### src/hdl/hashed_page_table_engine_top_assert.svh
// Assertion macros shared by the engine RTL
`ifndef HASHED_PAGE_TABLE_ENGINE_TOP_ASSERT_SVH
`define HASHED_PAGE_TABLE_ENGINE_TOP_ASSERT_SVH
`ifndef ASSERT_OFF
`define HPTE_AST_IMP(lbl, clk, rstn, a, b) \
    lbl: assert property (@(posedge clk) disable iff (!(rstn)) (a) |-> (b)) \
        else $error("assertion failed");
`define HPTE_AST_NXT(lbl, clk, rstn, a, b) \
    lbl: assert property (@(posedge clk) disable iff (!(rstn)) (a) |=> (b)) \
        else $error("assertion failed");
`else
`define HPTE_AST_IMP(lbl, clk, rstn, a, b)
`define HPTE_AST_NXT(lbl, clk, rstn, a, b)
`endif
`endif

### src/hdl/hpte_pkg.sv
`default_nettype none
package hpte_pkg;

    localparam logic [1:0] CMD_INSERT = 2'd0;
    localparam logic [1:0] CMD_REMOVE = 2'd1;
    localparam logic [1:0] CMD_PURGE  = 2'd2;

    localparam logic [2:0] ST_UPDATED  = 3'd0;
    localparam logic [2:0] ST_PLACED   = 3'd1;
    localparam logic [2:0] ST_EVICTED  = 3'd2;
    localparam logic [2:0] ST_REMOVED  = 3'd3;
    localparam logic [2:0] ST_NOTFOUND = 3'd4;
    localparam logic [2:0] ST_PURGED   = 3'd5;

    localparam logic [1:0] FK_NONE = 2'd0;
    localparam logic [1:0] FK_PAGE = 2'd1;
    localparam logic [1:0] FK_ALL  = 2'd2;

    localparam logic [31:0] M_HSEL     = 32'h0000_0040;
    localparam logic [23:0] KVSID_BASE = 24'hFF_FFF0;
    localparam logic [13:0] COUNT_MAX  = 14'h3FFF;

    typedef enum logic [2:0] {
        RS_NONE, RS_MATCH, RS_FREE, RS_EVICT, RS_NOTFOUND, RS_PURGED, RS_BAD
    } res_sel_t;

    typedef struct packed {
        logic     rd_grp;
        logic     grp_sec;
        logic     rd_row;
        logic     purge_wr;
        logic     clear_wr;
        logic     row_inc;
        logic     load_out;
        res_sel_t res_sel;
    } ctrl_cmd_t;

    typedef struct packed {
        logic hit;
        logic free;
        logic is_insert;
        logic row_last;
        logic out_free;
    } dp_stat_t;

    typedef struct packed {
        logic [13:0] cnt;
        logic [31:0] fa;
        logic [1:0]  fk;
        logic [2:0]  slot;
        logic        sec;
        logic [2:0]  status;
    } result_t;

    function automatic logic [11:0] real_flags(input logic [3:0] fl);
        logic [11:0] r;
        r = 12'h190;
        if (fl[3]) r = r | 12'h028;
        if (fl[2]) r = r | 12'h040;
        if (fl[1]) r = r | (fl[0] ? 12'h002 : 12'h003);
        else       r = r | (fl[0] ? 12'h000 : 12'h003);
        return r;
    endfunction

endpackage
`default_nettype wire

### src/hdl/hpte_ctrl.sv
`default_nettype none
`include "hashed_page_table_engine_top_assert.svh"
module hpte_ctrl (
    input  wire                     aclk,
    input  wire                     aresetn,
    input  wire                     s_tvalid,
    input  wire  [1:0]              s_cmd,
    output logic                    s_tready,
    input  wire  hpte_pkg::dp_stat_t stat,
    output hpte_pkg::ctrl_cmd_t     cmd
);

    typedef enum logic [8:0] {
        S_CLEAR = 9'b000000001,
        S_IDLE  = 9'b000000010,
        S_LOOK0 = 9'b000000100,
        S_CHK0  = 9'b000001000,
        S_LOOK1 = 9'b000010000,
        S_CHK1  = 9'b000100000,
        S_PREAD = 9'b001000000,
        S_PWR   = 9'b010000000,
        S_EMIT  = 9'b100000000
    } state_t;

    state_t state_reg, state_next;

    always_ff @(posedge aclk) begin
        if (!aresetn) begin
            state_reg <= S_CLEAR;
        end else begin
            state_reg <= state_next;
        end
    end

    always_comb begin
        state_next = state_reg;
        cmd        = '0;
        cmd.res_sel = hpte_pkg::RS_NONE;
        s_tready   = 1'b0;
        case (state_reg)
            S_CLEAR: begin
                cmd.clear_wr = 1'b1;
                cmd.row_inc  = 1'b1;
                if (stat.row_last) state_next = S_IDLE;
            end
            S_IDLE: begin
                s_tready = 1'b1;
                if (s_tvalid) begin
                    case (s_cmd)
                        hpte_pkg::CMD_INSERT: state_next = S_LOOK0;
                        hpte_pkg::CMD_REMOVE: state_next = S_LOOK0;
                        hpte_pkg::CMD_PURGE:  state_next = S_PREAD;
                        default: begin
                            cmd.res_sel = hpte_pkg::RS_BAD;
                            state_next  = S_EMIT;
                        end
                    endcase
                end
            end
            S_LOOK0: begin
                cmd.rd_grp = 1'b1;
                state_next = S_CHK0;
            end
            S_CHK0: begin
                if (stat.hit) begin
                    cmd.res_sel = hpte_pkg::RS_MATCH;
                    state_next  = S_EMIT;
                end else if (stat.is_insert && stat.free) begin
                    cmd.res_sel = hpte_pkg::RS_FREE;
                    state_next  = S_EMIT;
                end else begin
                    state_next = S_LOOK1;
                end
            end
            S_LOOK1: begin
                cmd.rd_grp  = 1'b1;
                cmd.grp_sec = 1'b1;
                state_next  = S_CHK1;
            end
            S_CHK1: begin
                cmd.grp_sec = 1'b1;
                state_next  = S_EMIT;
                if (stat.hit)                       cmd.res_sel = hpte_pkg::RS_MATCH;
                else if (stat.is_insert && stat.free) cmd.res_sel = hpte_pkg::RS_FREE;
                else if (stat.is_insert)            cmd.res_sel = hpte_pkg::RS_EVICT;
                else                                cmd.res_sel = hpte_pkg::RS_NOTFOUND;
            end
            S_PREAD: begin
                cmd.rd_row = 1'b1;
                state_next = S_PWR;
            end
            S_PWR: begin
                cmd.purge_wr = 1'b1;
                cmd.row_inc  = 1'b1;
                if (stat.row_last) begin
                    cmd.res_sel = hpte_pkg::RS_PURGED;
                    state_next  = S_EMIT;
                end else begin
                    state_next = S_PREAD;
                end
            end
            S_EMIT: begin
                if (stat.out_free) begin
                    cmd.load_out = 1'b1;
                    state_next   = S_IDLE;
                end
            end
            default: state_next = S_CLEAR;
        endcase
    end

    `HPTE_AST_NXT(a_purge_end, aclk, aresetn, state_reg == S_PWR && stat.row_last,
        state_reg == S_EMIT)
    `HPTE_AST_NXT(a_look_chk, aclk, aresetn, state_reg == S_LOOK1, state_reg == S_CHK1)
    `HPTE_AST_IMP(a_ready_idle, aclk, aresetn, s_tready, state_reg == S_IDLE)

endmodule
`default_nettype wire

### config.mk
export PLATFORM = sky130hd
export DESIGN_NAME = hpte_ctrl
export DESIGN_NICKNAME = d
export VERILOG_FILES = /design/src/hdl/hpte_pkg.sv /design/src/hdl/hpte_ctrl.sv
export VERILOG_INCLUDE_DIRS = /design/src /design/src/hdl
export SDC_FILE = /design/constraint.sdc
export NUM_CORES = 1
export LEC_CHECK = 0
export BUFFER_PORTS_ARGS = -buffer_cell sky130_fd_sc_hd__buf_2
export CORE_MARGIN = 2
export CORE_UTILIZATION = 45
export CTS_BUF_LIST = sky130_fd_sc_hd__clkbuf_4 sky130_fd_sc_hd__clkbuf_8
export DETAILED_ROUTE_END_ITERATION = 10
export PLACE_DENSITY = 0.75
export RECOVER_POWER = 100
export SYNTH_ARGS = -nofsm -noshare
export SYNTH_HDL_FRONTEND = slang
export SYNTH_SLANG_ARGS = --single-unit
### constraint.sdc
create_clock -name aclk -period 1.75 [get_ports aclk]
set_input_delay 0.35 -clock aclk [delete_from_list [all_inputs] [get_ports aclk]]
set_output_delay 0.35 -clock aclk [all_outputs]
set_load 0.02 [all_outputs]
Word level (Yosys, flattened, before mapping)
Index checks and enable logic that the tools add are counted.
{"block": "totals", "regBits": 9, "inputBits": 10, "output_inout_bits": 11, "elab_cells": 49}
{"block": "classes", "n_eq_ne": 14, "muxes": 26, "n_reduce_logical": 8}
{"op": "$pmux W9 S9", "n": 1}
{"op": "$mux W9", "n": 6}
{"op": "$mux W3", "n": 6}
{"op": "$pmux W9 S2", "n": 1}
{"op": "$pmux W3 S4", "n": 1}
{"op": "$eq A9 B1 Y1 const B", "n": 1}
{"op": "$eq A9 B2 Y1 const B", "n": 1}
{"op": "$eq A9 B3 Y1 const B", "n": 1}
{"op": "$eq A9 B4 Y1 const B", "n": 1}
{"op": "$eq A9 B5 Y1 const B", "n": 1}
{"op": "$eq A9 B6 Y1 const B", "n": 1}
{"op": "$eq A9 B7 Y1 const B", "n": 1}
{"op": "$eq A9 B8 Y1 const B", "n": 1}
{"op": "$eq A9 B9 Y1 const B", "n": 1}
{"op": "$mux W1", "n": 9}
{"op": "$reduce_or A2 Y1", "n": 4}
{"op": "$ne A2 B2 Y1 const B", "n": 3}
{"op": "$mux W2", "n": 2}
{"op": "$reduce_and A3 Y1", "n": 1}
{"op": "$reduce_or A3 Y1", "n": 1}
{"op": "$eq A2 B1 Y1 const B", "n": 1}
{"op": "$eq A2 B2 Y1 const B", "n": 1}
{"op": "$logic_not A2 Y1", "n": 1}
{"op": "$logic_and A1 B1 Y1", "n": 1}

Longest topological paths before layout
Gate-level depths: netlist (run 1).
{"block": "depth", "word_depth": 5, "mapped_depth": 7, "depth_no_buf": 5}

Worst setup path before layout (run 1)
Ideal clock, no wire load.
{"block": "synth_timing", "path_kind": "reg2out", "start": "reg state_reg[8]", "end": "out cmd[0] in the netlist's numbering", "t_arrival_ps": 1838, "t_required_ps": 1400, "slack_ps": -438, "stages_incl_launch_ff": 7, "n_path_buf": 1, "cell_sequence": "dfxtp_1 buf_6 nor4_4 nand2_2 nor4b_2 nand2_1 o21ai_1"}
{"item": "start: declaration", "line_no": "hpte_ctrl.sv:25", "rtl": "state_t state_reg, state_next;"}
{"item": "start signal: assignment", "line_no": "hpte_ctrl.sv:31", "rtl": "state_reg <= state_next;"}
{"item": "end: declaration", "line_no": "hpte_ctrl.sv:10", "rtl": "output hpte_pkg::ctrl_cmd_t cmd"}

==> results of run 1 <==
-- per-stage QoR --
| stage | setup WS (ns) | total power, mW | utilization | hold slack, ns |
|---|---|---|---|---|
| floorplan | -0.2612 | 0.6130 | - | 0.4812 |
| global placement | -0.05043 | 0.8425 | 0.6818 | 0.6210 |
| detailed placement | -0.09599 | 0.8662 | 0.6818 | 0.6179 |
| CTS | -0.3046 | 1.175 | 0.7922 | 0.3406 |
| global route | -0.3968 | 1.340 | 0.8385 | 0.3757 |
| finish | -0.3391 | 1.278 | 0.8385 | 0.3392 |
-- final timing paths --
check             cells after the start  slack (ns)           end    startpoint
setup / recovery                      5       -0.34        cmd[5]  state_reg[6]
hold / removal                        3        0.34  state_reg[2]      s_tvalid
setup reg to reg                      8           0  state_reg[6]  state_reg[6]
hold reg to reg                       3        0.70  state_reg[4]  state_reg[0]
-- Yosys cell counts (all sizes together) --
library cell	n	area, sq um
nand3b	2	27.53
and4b	1	10.01
nand2	9	36.29
o311a	1	10.01
or3b	1	8.760
and2	1	6.260
dfxtp	9	180.2
nor4	5	46.29
and2b	1	10.01
a2bb2oi	1	8.760
nand3	6	35.03
nand2b	2	12.51
nor3	5	30.03
nor2b	1	6.260
a21boi	1	11.26
and3	1	6.260
mux2i	1	10.01
nand4	1	6.260
a32oi	1	8.760
o21ai	3	15.01
a311oi	1	15.01
and3b	1	8.760
xnor2	3	26.28
nor2	11	48.80
a31oi	1	6.260
a21o	1	7.510
nor4b	5	56.31
o32a	1	10.01
nor3b	1	12.51
inv	4	15.01
buf	6	48.79
a21oi	1	5.000
a221oi	1	8.760
-- metal layers --
metal / track usage / share of wire / vias to the layer above
met2: 0.4571 / 0.55 / 32
li1: - / - / 430
met5: 0 / 0 / -
met1: 0.2604 / 0.39 / 425
met3: 0.05200 / 0.044 / 7
met4: 0.1235 / 0.011 / 0
-- area by class of cell --
class	instances	area (sq um)
flip-flops and latches	9	192.7
clock buffers	4	30.03
multi-input cells	71	636.9
well taps	16	20.02
fillers	90	249.0
repair buffers	51	397.9
inverters	4	15.01
-- what timing repair did --
action,in CTS,in global routing
pin swaps,11,7
setup buffers,4,2
resized for setup,31,13
setup endpoints to repair,11,13
endpoints found under the hold margin,0,0
-- power by group through the flow --
| stage | logic [mW] | registers, mW | clock network [mW] |
|---|---|---|---|
| after floorplan | 0.353 | 0.260 | 0 |
| after global placement | 0.587 | 0.256 | 0 |
| after detailed placement | 0.607 | 0.259 | 0 |
| after CTS | 0.736 | 0.258 | 0.181 |
| after global routing | 0.876 | 0.268 | 0.195 |
| final | 0.829 | 0.267 | 0.181 |
-- critical path, cell delays in order (launching register included) --
cell     delay, ns
dfxtp_2       0.34
nor4_4        0.30
nand2_2       0.15
buf_6         0.15
nor4b_4       0.31
buf_4         0.21
-- kinds of logic (layout without fill, tap and decap cells) --
family,after synthesis,after routing
compound gates,13,13
xor+xnor,3,3
buf+inv,10,59
flops,9,9
mux,1,1
simple gates,54,54
==> run_results.csv, run 1 <==
group,metric,value,unit
route,drt_first_pass_iters,4,
route,wire_per_inst,15.33,um
timing,final-setup-viol-count,11,
layout,n_antenna_cell,0,
layout,layout.nets,150,
synth,synth_top_family_by_area,"simple AND/OR/NAND/NOR gates",
place,post_dp_hpwl,1.736,mm
timing,timing_max_transition_violations_final,0,
synth,synth-compound-area-share,0.1410,
synth,synthAdderAreaFrac,0,
synth,postSynthNetCount,100,
synth,synth-xor-area-share,0.03483,
power,power_report.internal_total,777.0,uW
route,vias,894,
route,vias_per_cell,5.768,
global_route,grt_antenna_before_repair,0,
power,power.share.switching,0.3919,
clock_tree,cts_buffers,3,
floorplanning,fp.coreArea,1541,sq um
global_route,grtUsageTotal,0.2475,
clock_tree,numClockSinks,9,
power,total_leakage_power,0.5725,nW
global_route,grt_pass1_wl,3.546,mm
min_path,holdCritPathClass,"in2reg",
setup_path,critPathKind,"reg2out",
global_route,overflow,0,
power,power.share.clock,0.142,
setup_path,crit_required,1.40,ns
run,drv.max_cap_violation_count,0,
route,ant_nets,0,
clock_tree,clkSlewWorstSetupHoldPaths,0.06,ns
clock_tree,htree_num_levels,1,
synth,synth_sequential_area_ratio,0.2388,
setup_path,cp-start-kind,"flip-flop",
timing,timing.setup.tns,-2.199,ns
layout,mostFrequentLayoutCells,"buf_4, buf_6, buf_2, nor2_1",
floorplanning,initial_utilization,0.4894,
synth,syn_area_per_cell,8.383,sq um
setup_path,endpoint_kind,"primary output",
timing,timing.final.crit_period,2.089,ns
clock_tree,cts-hold-fix-buffers,0,
floorplanning,die-area,2020,sq um
timing,post-route-worst-setup-slack,-0.3391,ns
global_route,number_of_global_route_vias_before_repair,857,
synth,synth-seq-cells,9,
power,power_density,988.6,nW/um^2
place,placed_area,1051,sq um
layout,synthToLayoutAreaGrowth,71.31,%
setup_path,worst-path-max-fanout,4,
synth,synth_mux_area_frac,0.01327,
layout,most_common_library_cell_in_the_layout_ignoring_fill_and_taps,"buf_4",
floorplanning,num_rows,14,
floorplanning,top_level_ports,21,
synth,synth.distinct_cells,42,
clock_tree,clock_path_buffers,2,
floorplanning,die-height,44.95,um
timing,finalHoldViolations,0,
floorplanning,die_w,44.95,um
place,numPortBuffers,20,
global_route,largest_net_degree_at_the_start_of_global_routing,9,
power,maximum_resistive_drop_on_vdd,0.0008118,V
route,drc_errors,0,
power,share_comb_of_total_power,0.649,
layout,finish.instance_area,1292,sq um
timing,fmax,478.7,MHz
timing,worst_slew_pin_slew,0.3942,ns
layout,share_of_post_route_cells_with_drive_strength_above_1,0.6331,
clock_tree,cts_tree,"done",
timing,timing.final.crit_share,1.194,
timing,final.setup_skew,0.004380,ns
outcome,outcome,"finished, violations left",
layout,largest_reg_flops,9,
timing,rsz0062_at_grt,"yes",
timing,slew_headroom,0.7335,
route,routed_wirelength,2.376,mm
synth,post_synth_and_or_nand_nor_area_fraction,0.4876,
setup_path,cp_data_arrival_time,1.74,ns
power,p_seq_frac,0.209,
outcome,violations,"negative setup slack",
synth,synth.cell_area,754.5,sq um
layout,layout.cells.non_filler,155,
route,drt_iter0_markers,10,
clock_tree,cts-root-buf,"clkbuf_4",
place,dp_cells,145,
clock_tree,insertion_delay,0.27,ns
synth,yosys_warnings,0,
synth,netlist_instances,90,
place,gpl_wtd_cong,0.8431,
power,sw_pwr,500.8,uW
Power figures use the tool's default switching activity.
==> inputs of run 2 (changes only) <==
--- a/config.mk
+++ b/config.mk
@@ -8,10 +8,10 @@
 export LEC_CHECK = 0
 export BUFFER_PORTS_ARGS = -buffer_cell sky130_fd_sc_hd__buf_2
 export CORE_MARGIN = 2
-export CORE_UTILIZATION = 45
+export CORE_UTILIZATION = 30
 export CTS_BUF_LIST = sky130_fd_sc_hd__clkbuf_4 sky130_fd_sc_hd__clkbuf_8
 export DETAILED_ROUTE_END_ITERATION = 10
-export PLACE_DENSITY = 0.75
+export PLACE_DENSITY = 0.55
 export RECOVER_POWER = 100
 export SYNTH_ARGS = -nofsm -noshare
 export SYNTH_HDL_FRONTEND = slang
==> run 2 against run 1 <==
  * Hold slack lost 0.012 ns
  * The flow still finishes with violations (negative setup slack)
  * Die area up 45%
  * Cell count grew 14%
  * Critical path depth increased by 1
  * Clock skew down 0.0012 ns
  * Highest routed layer unchanged
==> run_results.csv, run 2 (synthesis results as in run 1) <==
group,metric,value,unit
min_path,holdCritPathClass,"in2reg",
power,total_leakage_power,0.6232,nW
place,gpl_wtd_cong,0.8819,
floorplanning,fp.coreArea,2432,sq um
route,wire_per_inst,14.21,um
layout,mostFrequentLayoutCells,"buf_4, buf_6, buf_2, nor2_2",
route,vias,883,
route,routed_wirelength,2.515,mm
timing,timing.final.crit_period,2.107,ns
timing,final-setup-viol-count,14,
floorplanning,top_level_ports,21,
layout,finish.instance_area,1423,sq um
layout,n_antenna_cell,0,
setup_path,reg2regPathDepth,8,
clock_tree,numClockSinks,9,
power,p_seq_frac,0.192,
clock_tree,htree_num_levels,1,
clock_tree,insertion_delay,0.28,ns
floorplanning,die_w,54.15,um
setup_path,critical_path.startpoint,"state_reg[6]",
timing,final.setup_skew,0.003133,ns
global_route,grt_pass1_wl,4.036,mm
setup_path,cp_data_arrival_time,1.76,ns
clock_tree,cts_tree,"done",
setup_path,cp-start-kind,"flip-flop",
clock_tree,cts-root-buf,"clkbuf_4",
floorplanning,die-area,2932,sq um
layout,layout.nets,158,
floorplanning,num_rows,18,
power,power_report.internal_total,798.9,uW
place,pre_cts_ws,-0.1450,ns
setup_path,crit_required,1.40,ns
layout,most_common_library_cell_in_the_layout_ignoring_fill_and_taps,"buf_4",
timing,worst_slew_pin_slew,0.3870,ns
outcome,outcome,"finished, violations left",
power,power.share.switching,0.3979,
timing,hold_ws,0.3271,ns
setup_path,worst-path-max-fanout,2,
layout,synthToLayoutAreaGrowth,88.56,%
floorplanning,die-height,54.15,um
route,ant_nets,0,
floorplanning,initial_utilization,0.3102,
power,maximum_resistive_drop_on_vdd,0.0006499,V
global_route,largest_net_degree_at_the_start_of_global_routing,8,
global_route,grt_antenna_before_repair,0,
route,drc_errors,0,
global_route,grtUsageTotal,0.1963,
clock_tree,clock_path_buffers,2,
route,vias_per_cell,4.989,
timing,finalHoldViolations,0,
timing,rsz0062_at_grt,"yes",
setup_path,critPathKind,"reg2out",
timing,timing.final.crit_share,1.204,
timing,timing_max_transition_violations_final,0,
power,sw_pwr,527.9,uW
place,placed_area,1099,sq um
timing,slew_headroom,0.7384,
clock_tree,clkSlewWorstSetupHoldPaths,0.07,ns
power,share_comb_of_total_power,0.675,
setup_path,cp-endpoint,"cmd[1]",
setup_path,endpoint_kind,"primary output",
timing,timing.setup.tns,-2.550,ns
power,power.share.clock,0.133,
place,numPortBuffers,20,
layout,fillCellCount,220,
global_route,overflow,0,
setup_path,crit-reg2reg-launch,"state_reg[6]",
timing,post-route-worst-setup-slack,-0.3568,ns
route,drt_first_pass_iters,4,
layout,largest_reg_flops,9,
place,post_dp_hpwl,1.812,mm
power,power_density,932.7,nW/um^2
outcome,violations,"negative setup slack",
global_route,number_of_global_route_vias_before_repair,920,
layout,share_of_post_route_cells_with_drive_strength_above_1,0.6939,
route,drt_iter0_markers,4,
timing,fmax,474.7,MHz
run,drv.max_cap_violation_count,0,
clock_tree,cts_buffers,3,
power,overall_power_of_the_completed_layout,1.327,mW
setup_path,ff_to_ff_setup_slack,-0.02,ns
setup_path,crit-reg2reg-capture,"state_reg[6]",
-- run 2: metrics by stage --
stage,util,instances
2_1_floorplan,-,90
3_3_place_gp,0.4516,163
3_5_place_dp,0.4516,163
4_1_cts,0.5499,174
5_1_grt,0.5849,177
6_report,0.5849,177
-- run 2: how the worst min path moves through the flow --
stage,startpoint,to,slack [ns],depth (start not counted)
2_1_floorplan,aresetn,state_reg[1],0.48,1
3_3_place_gp,s_tvalid,state_reg[2],0.63,3
3_5_place_dp,s_tvalid,state_reg[2],0.63,3
4_1_cts,s_tvalid,state_reg[2],0.33,3
5_1_grt,s_tvalid,state_reg[2],0.33,3
6_report,s_tvalid,state_reg[2],0.33,3
-- run 2: layer usage --
metal	vias up	routed length (um)	GRT usage
met1	413	1025	0.2246
met3	4	70	0.01389
met4	0	41	0.09583
met5	-	0	0
li1	443	-	-
met2	23	1377	0.3614
-- run 2: area by class of cell --
type / count / area, sq um / area share
clock buffers: 3 / 22.52 / 0.01583
clock inverters: 1 / 5.005 / 0.003518
inverters: 4 / 15.01 / 0.01055
multi-input cells: 71 / 665.6 / 0.4679
flip-flops and latches: 9 / 200.2 / 0.1407
well taps: 30 / 37.54 / 0.02639
repair buffers: 59 / 476.7 / 0.3351
-- run 2: power groups by stage --
stage | clock [mW] | combinational (mW) | sequential, mW
3_5_place_dp | 0 | 0.638 | 0.258
5_1_grt | 0.188 | 0.956 | 0.258
2_1_floorplan | 0 | 0.353 | 0.260
4_1_cts | 0.177 | 0.807 | 0.259
3_3_place_gp | 0 | 0.631 | 0.257
6_report | 0.176 | 0.896 | 0.255
-- run 2: worst max-delay path: stages (launching register included) --
cell,delay [ns]
dfxtp_4,0.36
nor4_4,0.32
buf_4,0.16
and4b_1,0.24
nand4_1,0.16
o21ai_2,0.10
buf_6,0.13
-- run 2: repair_timing --
item	in CTS	in global routing
resized for setup	45	15
setup endpoints to repair	11	17
cloned	0	0
hold buffers	0	0
buffers inserted	7	5
pin swaps	11	10
